--- src/at_response_data_frame_parser_macros.svh ---
// Assertion macros shared by the parser modules
`ifndef AT_RESPONSE_DATA_FRAME_PARSER_MACROS_SVH
`define AT_RESPONSE_DATA_FRAME_PARSER_MACROS_SVH

// Condition must hold on every clock edge out of reset
`define ATPAR_ASSERT_ALWAYS(label, clk, rst_n, cond) \
    label: assert property (@(posedge clk) disable iff (!(rst_n)) (cond)) \
        else $error("parser check failed");

// Antecedent implies consequent in the same cycle
`define ATPAR_ASSERT_IMPLIES(label, clk, rst_n, ante, cons) \
    label: assert property (@(posedge clk) disable iff (!(rst_n)) (ante) |-> (cons)) \
        else $error("parser check failed");

// Antecedent implies consequent in the following cycle
`define ATPAR_ASSERT_NEXT(label, clk, rst_n, ante, cons) \
    label: assert property (@(posedge clk) disable iff (!(rst_n)) (ante) |=> (cons)) \
        else $error("parser check failed");

`endif

--- src/atpar_pkg.sv ---
// Shared types and constants for the AT response data frame parser
package atpar_pkg;

    // Payload limit and counter widths
    localparam int MAX_PAYLOAD = 256;
    localparam int CNT_W       = 9;
    localparam int LEN_W       = 16;
    localparam int LINK_W      = 4;

    // Queue between front and back
    localparam int FIFO_DEPTH = 4;
    localparam int FIFO_AW    = $clog2(FIFO_DEPTH);

    // Character codes
    localparam logic [7:0] CHAR_ZERO  = 8'd48;
    localparam logic [7:0] CHAR_NINE  = 8'd57;
    localparam logic [7:0] CHAR_COMMA = 8'h2C;
    localparam logic [7:0] CHAR_COLON = 8'h3A;
    localparam logic [7:0] CHAR_THREE = 8'h33;

    // Header patterns, oldest byte in the top bits
    localparam logic [39:0] HDR_IPD  = "+IPD,";
    localparam logic [39:0] HDR_ATUS = "ATUS:";

    // Result kinds
    localparam logic KIND_PAYLOAD = 1'b0;
    localparam logic KIND_STATUS  = 1'b1;

    // Parse modes
    typedef enum logic [2:0] {
        MODE_IDLE   = 3'd0,
        MODE_LINK   = 3'd1,
        MODE_LEN    = 3'd2,
        MODE_DATA   = 3'd3,
        MODE_STDIG  = 3'd4,
        MODE_STSKIP = 3'd5
    } mode_t;

    // Classified byte carried through the queue
    typedef struct packed {
        logic [7:0]        rx_byte;
        logic              is_digit;
        logic [LINK_W-1:0] digit;
        logic              is_comma;
        logic              is_colon;
        logic              is_three;
    } item_t;

endpackage

--- src/atpar_front.sv ---
// Front end: accepts received bytes and classifies them for the queue
module atpar_front (
    input  logic                s_valid,
    output logic                s_ready,
    input  logic [7:0]          s_rx_byte,
    output logic                q_wr_en,
    output atpar_pkg::item_t    q_wr_item,
    input  logic                q_wr_ready
);

    logic [7:0] diff;

    // Transaction goes straight into the queue when it has room
    assign s_ready = q_wr_ready;
    assign q_wr_en = s_valid && q_wr_ready;

    // Character classification
    always_comb begin
        diff               = s_rx_byte - atpar_pkg::CHAR_ZERO;
        q_wr_item.rx_byte  = s_rx_byte;
        q_wr_item.is_digit = (s_rx_byte >= atpar_pkg::CHAR_ZERO) &&
                             (s_rx_byte <= atpar_pkg::CHAR_NINE);
        q_wr_item.digit    = diff[atpar_pkg::LINK_W-1:0];
        q_wr_item.is_comma = (s_rx_byte == atpar_pkg::CHAR_COMMA);
        q_wr_item.is_colon = (s_rx_byte == atpar_pkg::CHAR_COLON);
        q_wr_item.is_three = (s_rx_byte == atpar_pkg::CHAR_THREE);
    end

endmodule

--- src/atpar_fifo.sv ---
// Short queue of classified bytes between front and back
`include "at_response_data_frame_parser_macros.svh"

module atpar_fifo (
    input  logic                aclk,
    input  logic                aresetn,
    input  logic                wr_en,
    input  atpar_pkg::item_t    wr_item,
    output logic                wr_ready,
    input  logic                rd_en,
    output logic                rd_valid,
    output atpar_pkg::item_t    rd_item
);

    atpar_pkg::item_t                mem_reg [atpar_pkg::FIFO_DEPTH];
    logic [atpar_pkg::FIFO_AW-1:0]   wr_ptr_reg, wr_ptr_next;
    logic [atpar_pkg::FIFO_AW-1:0]   rd_ptr_reg, rd_ptr_next;
    logic [atpar_pkg::FIFO_AW:0]     count_reg, count_next;
    logic                            push, pop;

    assign wr_ready = (count_reg != (atpar_pkg::FIFO_AW+1)'(atpar_pkg::FIFO_DEPTH));
    assign rd_valid = (count_reg != '0);
    assign rd_item  = mem_reg[rd_ptr_reg];
    assign push     = wr_en && wr_ready;
    assign pop      = rd_en && rd_valid;

    // Pointer and fill count update
    always_comb begin
        wr_ptr_next = push ? wr_ptr_reg + 1'b1 : wr_ptr_reg;
        rd_ptr_next = pop  ? rd_ptr_reg + 1'b1 : rd_ptr_reg;
        count_next  = count_reg;
        if (push && !pop) begin
            count_next = count_reg + 1'b1;
        end else if (pop && !push) begin
            count_next = count_reg - 1'b1;
        end
    end

    always_ff @(posedge aclk) begin
        if (!aresetn) begin
            wr_ptr_reg <= '0;
            rd_ptr_reg <= '0;
            count_reg  <= '0;
        end else begin
            wr_ptr_reg <= wr_ptr_next;
            rd_ptr_reg <= rd_ptr_next;
            count_reg  <= count_next;
        end
    end

    // Storage
    always_ff @(posedge aclk) begin
        if (push) begin
            mem_reg[wr_ptr_reg] <= wr_item;
        end
    end

    `ATPAR_ASSERT_ALWAYS(a_count_bound, aclk, aresetn,
        count_reg <= (atpar_pkg::FIFO_AW+1)'(atpar_pkg::FIFO_DEPTH))
    `ATPAR_ASSERT_IMPLIES(a_pop_needs_data, aclk, aresetn, rd_en, count_reg != '0)
    `ATPAR_ASSERT_NEXT(a_push_grows, aclk, aresetn, push && !pop,
        count_reg == $past(count_reg) + 1'b1)

endmodule

--- src/atpar_back.sv ---
// Back end: parse state machine, link status and result output register
`include "at_response_data_frame_parser_macros.svh"

module atpar_back (
    input  logic                             aclk,
    input  logic                             aresetn,
    input  logic                             cfg_wr_en,
    input  logic                             cfg_wr_data,
    input  logic                             q_valid,
    input  atpar_pkg::item_t                 q_item,
    output logic                             q_rd_en,
    output logic                             m_valid,
    input  logic                             m_ready,
    output logic                             m_result_kind,
    output logic [7:0]                       m_payload_byte,
    output logic                             m_last_of_message,
    output logic [atpar_pkg::LEN_W-1:0]      m_declared_length,
    output logic [atpar_pkg::LINK_W-1:0]     m_link_id,
    output logic                             m_link_up
);

    atpar_pkg::mode_t                mode_reg, mode_next;
    logic [39:0]                     window_reg, window_next, window_shift;
    logic [atpar_pkg::LEN_W-1:0]     length_reg, length_next;
    logic [atpar_pkg::CNT_W-1:0]     count_reg, count_next, count_inc;
    logic [atpar_pkg::LINK_W-1:0]    link_reg, link_next;
    logic                            status_reg, status_next;
    logic                            mux_enabled_reg;

    logic                            out_valid_reg, out_valid_next;
    logic                            out_kind_reg, out_kind_next;
    logic [7:0]                      out_byte_reg, out_byte_next;
    logic                            out_last_reg, out_last_next;
    logic [atpar_pkg::LEN_W-1:0]     out_len_reg, out_len_next;
    logic [atpar_pkg::LINK_W-1:0]    out_link_reg, out_link_next;
    logic                            out_up_reg, out_up_next;

    logic                            pop, data_last;
    logic [19:0]                     len_sum;

    // Pop a byte whenever the output slot is free or draining this cycle
    assign pop     = q_valid && (!out_valid_reg || m_ready);
    assign q_rd_en = pop;

    // Shared datapath terms
    always_comb begin
        window_shift = {window_reg[31:0], q_item.rx_byte};
        count_inc    = count_reg + 1'b1;
        data_last    = ({{(atpar_pkg::LEN_W-atpar_pkg::CNT_W){1'b0}}, count_inc} == length_reg)
                    || (count_inc >= atpar_pkg::CNT_W'(atpar_pkg::MAX_PAYLOAD));
        len_sum      = {1'b0, length_reg, 3'b000} + {3'b000, length_reg, 1'b0}
                     + {16'd0, q_item.digit};
    end

    // Next parse mode
    always_comb begin
        mode_next = mode_reg;
        if (pop) begin
            unique case (mode_reg)
                atpar_pkg::MODE_STDIG: begin
                    mode_next = atpar_pkg::MODE_STSKIP;
                end
                atpar_pkg::MODE_STSKIP: begin
                    if (q_item.is_comma || !status_reg) begin
                        mode_next = atpar_pkg::MODE_IDLE;
                    end
                end
                atpar_pkg::MODE_LINK: begin
                    if (q_item.is_comma) begin
                        mode_next = atpar_pkg::MODE_LEN;
                    end
                end
                atpar_pkg::MODE_LEN: begin
                    if (q_item.is_colon) begin
                        mode_next = atpar_pkg::MODE_DATA;
                    end
                end
                atpar_pkg::MODE_DATA: begin
                    if (data_last) begin
                        mode_next = atpar_pkg::MODE_IDLE;
                    end
                end
                default: begin
                    if (window_shift == atpar_pkg::HDR_IPD) begin
                        mode_next = mux_enabled_reg ? atpar_pkg::MODE_LINK
                                                    : atpar_pkg::MODE_LEN;
                    end else if (window_shift == atpar_pkg::HDR_ATUS) begin
                        mode_next = atpar_pkg::MODE_STDIG;
                    end else begin
                        mode_next = atpar_pkg::MODE_IDLE;
                    end
                end
            endcase
        end
    end

    // Datapath and result register
    always_comb begin
        window_next    = window_reg;
        length_next    = length_reg;
        count_next     = count_reg;
        link_next      = link_reg;
        status_next    = status_reg;
        out_valid_next = out_valid_reg && !m_ready;
        out_kind_next  = out_kind_reg;
        out_byte_next  = out_byte_reg;
        out_last_next  = out_last_reg;
        out_len_next   = out_len_reg;
        out_link_next  = out_link_reg;
        out_up_next    = out_up_reg;
        if (pop) begin
            if (mode_reg != atpar_pkg::MODE_STDIG && mode_reg != atpar_pkg::MODE_STSKIP) begin
                window_next = window_shift;
            end
            unique case (mode_reg)
                atpar_pkg::MODE_STDIG: begin
                    status_next    = q_item.is_three;
                    out_valid_next = 1'b1;
                    out_kind_next  = atpar_pkg::KIND_STATUS;
                    out_byte_next  = '0;
                    out_last_next  = 1'b0;
                    out_len_next   = length_reg;
                    out_link_next  = link_reg;
                    out_up_next    = q_item.is_three;
                end
                atpar_pkg::MODE_LINK: begin
                    if (!q_item.is_comma) begin
                        link_next = q_item.is_digit ? q_item.digit : '0;
                    end
                end
                atpar_pkg::MODE_LEN: begin
                    if (q_item.is_digit) begin
                        length_next = (len_sum[19:16] != 4'd0) ? '1 : len_sum[15:0];
                    end
                end
                atpar_pkg::MODE_DATA: begin
                    out_valid_next = 1'b1;
                    out_kind_next  = atpar_pkg::KIND_PAYLOAD;
                    out_byte_next  = q_item.rx_byte;
                    out_last_next  = data_last;
                    out_len_next   = length_reg;
                    out_link_next  = link_reg;
                    out_up_next    = status_reg;
                    if (data_last) begin
                        length_next = '0;
                        count_next  = '0;
                    end else begin
                        count_next  = count_inc;
                    end
                end
                default: begin
                end
            endcase
        end
    end

    always_ff @(posedge aclk) begin
        if (!aresetn) begin
            mode_reg        <= atpar_pkg::MODE_IDLE;
            window_reg      <= '0;
            length_reg      <= '0;
            count_reg       <= '0;
            link_reg        <= '0;
            status_reg      <= 1'b0;
            mux_enabled_reg <= 1'b0;
            out_valid_reg   <= 1'b0;
        end else begin
            mode_reg        <= mode_next;
            window_reg      <= window_next;
            length_reg      <= length_next;
            count_reg       <= count_next;
            link_reg        <= link_next;
            status_reg      <= status_next;
            out_valid_reg   <= out_valid_next;
            if (cfg_wr_en) begin
                mux_enabled_reg <= cfg_wr_data;
            end
        end
    end

    // Result payload, no reset needed
    always_ff @(posedge aclk) begin
        out_kind_reg <= out_kind_next;
        out_byte_reg <= out_byte_next;
        out_last_reg <= out_last_next;
        out_len_reg  <= out_len_next;
        out_link_reg <= out_link_next;
        out_up_reg   <= out_up_next;
    end

    assign m_valid           = out_valid_reg;
    assign m_result_kind     = out_kind_reg;
    assign m_payload_byte    = out_byte_reg;
    assign m_last_of_message = out_last_reg;
    assign m_declared_length = out_len_reg;
    assign m_link_id         = out_link_reg;
    assign m_link_up         = out_up_reg;

    `ATPAR_ASSERT_IMPLIES(a_status_clean, aclk, aresetn,
        out_valid_reg && out_kind_reg == atpar_pkg::KIND_STATUS,
        !out_last_reg && out_byte_reg == 8'd0)
    `ATPAR_ASSERT_IMPLIES(a_count_limit, aclk, aresetn,
        mode_reg == atpar_pkg::MODE_DATA,
        count_reg < atpar_pkg::CNT_W'(atpar_pkg::MAX_PAYLOAD))
    `ATPAR_ASSERT_NEXT(a_data_gives_result, aclk, aresetn,
        pop && mode_reg == atpar_pkg::MODE_DATA, out_valid_reg)

endmodule

--- src/at_response_data_frame_parser.sv ---
// Top level of the AT response data frame parser
//
// Takes one received byte per transaction and returns at most one result per byte: a payload
// byte of an "+IPD," frame or a link status update after "ATUS:". One byte is accepted every
// cycle while the four-entry queue has room; a byte is popped by the parse state machine in
// the back end whenever the result register is empty or being taken, so while results are
// taken the sustained rate is one byte per cycle. An accepted byte passes through a queue
// entry, then the result register. The single configuration bit selects multiplexed mode,
// in which a link id precedes the length; write it only while the parser is idle.
module at_response_data_frame_parser (
    input  logic                             aclk,
    input  logic                             aresetn,
    input  logic                             cfg_wr_en,
    input  logic                             cfg_wr_data,
    input  logic                             s_valid,
    output logic                             s_ready,
    input  logic [7:0]                       s_rx_byte,
    output logic                             m_valid,
    input  logic                             m_ready,
    output logic                             m_result_kind,
    output logic [7:0]                       m_payload_byte,
    output logic                             m_last_of_message,
    output logic [atpar_pkg::LEN_W-1:0]      m_declared_length,
    output logic [atpar_pkg::LINK_W-1:0]     m_link_id,
    output logic                             m_link_up
);

    logic             q_wr_en, q_wr_ready, q_rd_en, q_rd_valid;
    atpar_pkg::item_t q_wr_item, q_rd_item;

    // Classifier on the receive side
    atpar_front u_front (
        .s_valid    (s_valid),
        .s_ready    (s_ready),
        .s_rx_byte  (s_rx_byte),
        .q_wr_en    (q_wr_en),
        .q_wr_item  (q_wr_item),
        .q_wr_ready (q_wr_ready)
    );

    // Decoupling queue
    atpar_fifo u_fifo (
        .aclk     (aclk),
        .aresetn  (aresetn),
        .wr_en    (q_wr_en),
        .wr_item  (q_wr_item),
        .wr_ready (q_wr_ready),
        .rd_en    (q_rd_en),
        .rd_valid (q_rd_valid),
        .rd_item  (q_rd_item)
    );

    // Parser and result register
    atpar_back u_back (
        .aclk              (aclk),
        .aresetn           (aresetn),
        .cfg_wr_en         (cfg_wr_en),
        .cfg_wr_data       (cfg_wr_data),
        .q_valid           (q_rd_valid),
        .q_item            (q_rd_item),
        .q_rd_en           (q_rd_en),
        .m_valid           (m_valid),
        .m_ready           (m_ready),
        .m_result_kind     (m_result_kind),
        .m_payload_byte    (m_payload_byte),
        .m_last_of_message (m_last_of_message),
        .m_declared_length (m_declared_length),
        .m_link_id         (m_link_id),
        .m_link_up         (m_link_up)
    );

endmodule
--- config.mk ---
export PLATFORM = sky130hd
export DESIGN_NAME = at_response_data_frame_parser
export DESIGN_NICKNAME = d
export VERILOG_FILES = /design/src/atpar_pkg.sv /design/src/atpar_front.sv /design/src/atpar_fifo.sv /design/src/atpar_back.sv /design/src/at_response_data_frame_parser.sv
export VERILOG_INCLUDE_DIRS = /design/src /design/src/src
export SDC_FILE = /design/constraint.sdc
export NUM_CORES = 1
export LEC_CHECK = 0
export ABC_AREA = 1
export BUFFER_PORTS_ARGS = -buffer_cell sky130_fd_sc_hd__buf_2
export CAP_MARGIN = 0
export CORE_MARGIN = 10
export CORE_UTILIZATION = 56
export DETAILED_ROUTE_END_ITERATION = 10
export GPL_TIMING_DRIVEN = 1
export HOLD_SLACK_MARGIN = 0.15
export PLACE_DENSITY = 0.86
export RECOVER_POWER = 25
export SLEW_MARGIN = 20
export SYNTH_ARGS = -nofsm -noshare
export SYNTH_HDL_FRONTEND = slang
export SYNTH_HIERARCHICAL = 1
export SYNTH_SLANG_ARGS = --single-unit
--- constraint.sdc ---
create_clock -name aclk -period 3.5 [get_ports aclk]
set_clock_uncertainty 0.1 [all_clocks]
set_input_delay 0.35 -clock aclk [delete_from_list [all_inputs] [get_ports aclk]]
set_output_delay 0.35 -clock aclk [all_outputs]
set_load 0.02 [all_outputs]
==> qor.csv <==
metric,value,unit
"Buf+Inv Stages, Crit Path",4,
total grt overflow,0,
clock power share,28.6,%
"Period Utilization, post-route",94.97,%
Sw Pwr,0.002230,W
synth top area cells,"edfxtp_1 (34%), dfxtp_1 (18%), nand2_1 (7.9%), ha_1 (5.6%), a21oi_1 (5.1%)",
DR WL/cell,15.70,µm
maximum number of pins on one net before global-route repair,46,
vias per std cell,5.700,
vias in the first global route,6378,
IO Port Bufs,46,
worst-skew pair later-pin latency,430,ps
Mapped Area,0.008284,mm²
Worst Setup Start Kind,register,
first-pass GRT wire length,30.22,mm
final hold slack,218.9,ps
via count,6777,
dominant cell type by area after synthesis,edfxtp_1,
Die W,141.6,µm
Post-synth ARST share,0,%
status,"finished, final reports clean",
Worst EP required,3670,ps
Synth top area share,34.44,%
Top delay family on crit path,adder cells,
layout cells sized above 1,10.95,%
CP Class,register to register,
"Slowest-stage cell, CP",fa_1,
Final WS setup,176.1,ps
Final Cell Area,0.009318,mm²
row count,44,
final net count,1046,
Sequential Power Share,42.7,%
worst-path cell chain,inv_2 > o21ai_2 > o22ai_2 > fa_1 > inv_1 > fa_2 > inv_1 > nand3_1 > nand2_1 > nand2_2 > o21bai_4 > nand2_1 > nand3_1 > nand2_1 > nor2_4 > buf_6 > nand3_1 > nand2_1 > a21oi_1,
CTS max path bufs,2,
post-synthesis sequential area ratio,52.80,%
Power Dens Cells,676.4,mW/mm²
initial antenna violation count,0,
Max IR drop VDD,0.4070,mV
die height,141.6,µm
post-synth cell types,37,
clock-pin slew on the worst setup and hold paths,60,ps
max FFs per register,64,
Mapped Cells,942,
TritonCTS buffer count,17,
CP most frequent cell,nand2_1,
worst min path class,input port to register,
DIE AREA,0.02006,mm²
max-slew violations,0,
MaxCap Viol Count,0,
syn_nets,996,
DP Worst Slack,27.09,ps
final wirelength,18.67,mm
H-tree depth,4,
count of final setup violators,0,
Yosys warnings,6,
core area,0.01453,mm²
Initial Utilization,57.00,%
DP Wirelength,12.82,mm
Post-DP Area,0.008646,mm²
power share of the combinational group,28.7,%
fin crit period,3324,ps
Internal,0.004072,W
Post-Syn Area per Cell,8.794,µm²
Post-synth top flop,edfxtp_1,
Crit. End Element,register,
Tot GR Track Use,18.26,%
I/O pin cnt,47,
number of flops mapped to enable cells by yosys,95,
Detailed Routing Iterations Pass 1,7,
max_slew headroom,44.36,%
RePlAce Congestion,0.9141,
final-report hold violation count,0,
worst-margin pin slew,833.4,ps
Leak,3.815,nW
Yosys reg bits,171,
# clock sinks,171,
CP arrival,3490,ps
fmax,300.8,MHz
initial DRC count,625,
Layout area overhead,12.48,%
CTS root buffer,clkbuf_16,
Critical Path Fanout Max,11,
"slowest stage delay, CP",570,ps
hold_sp,m_ready,
Remaining DRCs,0,
CTS tree,built,
ant diodes,0,
switching share of power,35.39,%
Routed Antenna Nets,0,
## layer usage
metal	global-route usage [%]	vias up	part of all wire, %
met2	30.33	280	49
li1	-	3267	-
met4	7.316	0	2.1
met3	4.239	40	7.2
met5	0	-	0
met1	22.40	3190	42
## placed cells by master (no fill, tap or decap), drive strengths merged
cell and n:
nand2 181, nor2 121, inv 107, edfxtp 95, a21oi 84, dfxtp 76, nand3 68, o21ai 63
buf 51, ha 37, clkbuf 35, o22ai 16, nand4 11, nor4 11, xor2 9, nor3 8
dlygate4sd3 7, xnor2 4, nand3b 4, clkinv 4, fa 3, clkinvlp 2, a21o 2, o21bai 2
o211ai 1, a31oi 1, o21a 1, a21boi 1
## worst register-to-register path: cells and delay by family, from the launching register on
kind,cells,cell delay (ps)
and+or+nand+nor,9,830
AOI/OAI and AO/OA,4,490
buffers and inverters,4,400
adders and majority gates,2,970
DFF,1,370
## power groups by stage
stage	clock network, W	registers (W)	logic [W]
6_report	0.00180	0.00269	0.00181
4_1_cts	0.00182	0.00269	0.00178
2_1_floorplan	0	0.00275	0.00121
5_1_grt	0.00191	0.00272	0.00201
3_3_place_gp	0	0.00270	0.00169
3_5_place_dp	0	0.00273	0.00176
## worst paths after layout
kind                                         to  slack [ps]  cells past startpoint
max reg2reg  u_back/length_reg[11]$_SDFFE_PN0P_         180                     19
min reg2reg       u_back/m_link_id[3]$_DFFE_PP_         330                      0
min                   u_back/m_valid$_SDFF_PN0_         220                      4
max          u_back/length_reg[11]$_SDFFE_PN0P_         180                     19
## through the flow
step	cells	utilization (%)	total power, W	TNS, ps
3_3_place_gp	1148	59.49	0.004394	0
2_1_floorplan	942	-	0.003961	0
3_5_place_dp	1148	59.49	0.004486	0
4_1_cts	1187	63.91	0.006287	0
6_report	1189	64.11	0.006303	0
5_1_grt	1189	64.11	0.006639	-313.2
## final cells by class
type / instances / area, µm²
Sequential cell: 171 / 4375
Tap cell: 184 / 230.2
Fill cell: 1149 / 5216
Multi-Input combinational cell: 628 / 3317
Timing Repair Buffer: 71 / 435.4
Clock buffer: 22 / 496.7
Inverter: 103 / 386.6
Clock inverter: 10 / 76.32
## synth_stat cells, types with 9 or more instances
cell / number
ha_1: 37
inv_1: 97
nand3_1: 66
nor4_1: 11
clkbuf_1: 11
nand4_1: 11
dfxtp_1: 76
buf_4: 15
nand2_1: 175
edfxtp_1: 95
o21ai_0: 35
a21oi_1: 84
nor2_1: 112
o22ai_1: 16
xor2_1: 9
o21ai_1: 28
## cell families (layout without fill, tap and decap cells)
| family | count (synthesis) | in the layout | synth area share, % |
|---|---|---|---|
| AO/OA/AOI/OAI | 171 | 171 | 10.84 |
| flip-flops | 171 | 171 | 52.80 |
| buffers and inverters | 143 | 206 | 7.461 |
| XOR/XNOR | 13 | 13 | 1.374 |
| adder cells (fa/ha/maj) | 40 | 40 | 6.313 |
| AND/OR/NAND/NOR | 404 | 404 | 21.21 |
## repair_timing
action                     in CTS  in global routing
hold buffers                    7                  0
hold endpoints to repair       25                  0
resized for setup               0                  9
setup endpoints to repair       0                 16
setup buffers                   0                  2
Power figures use the tool's default switching activity.
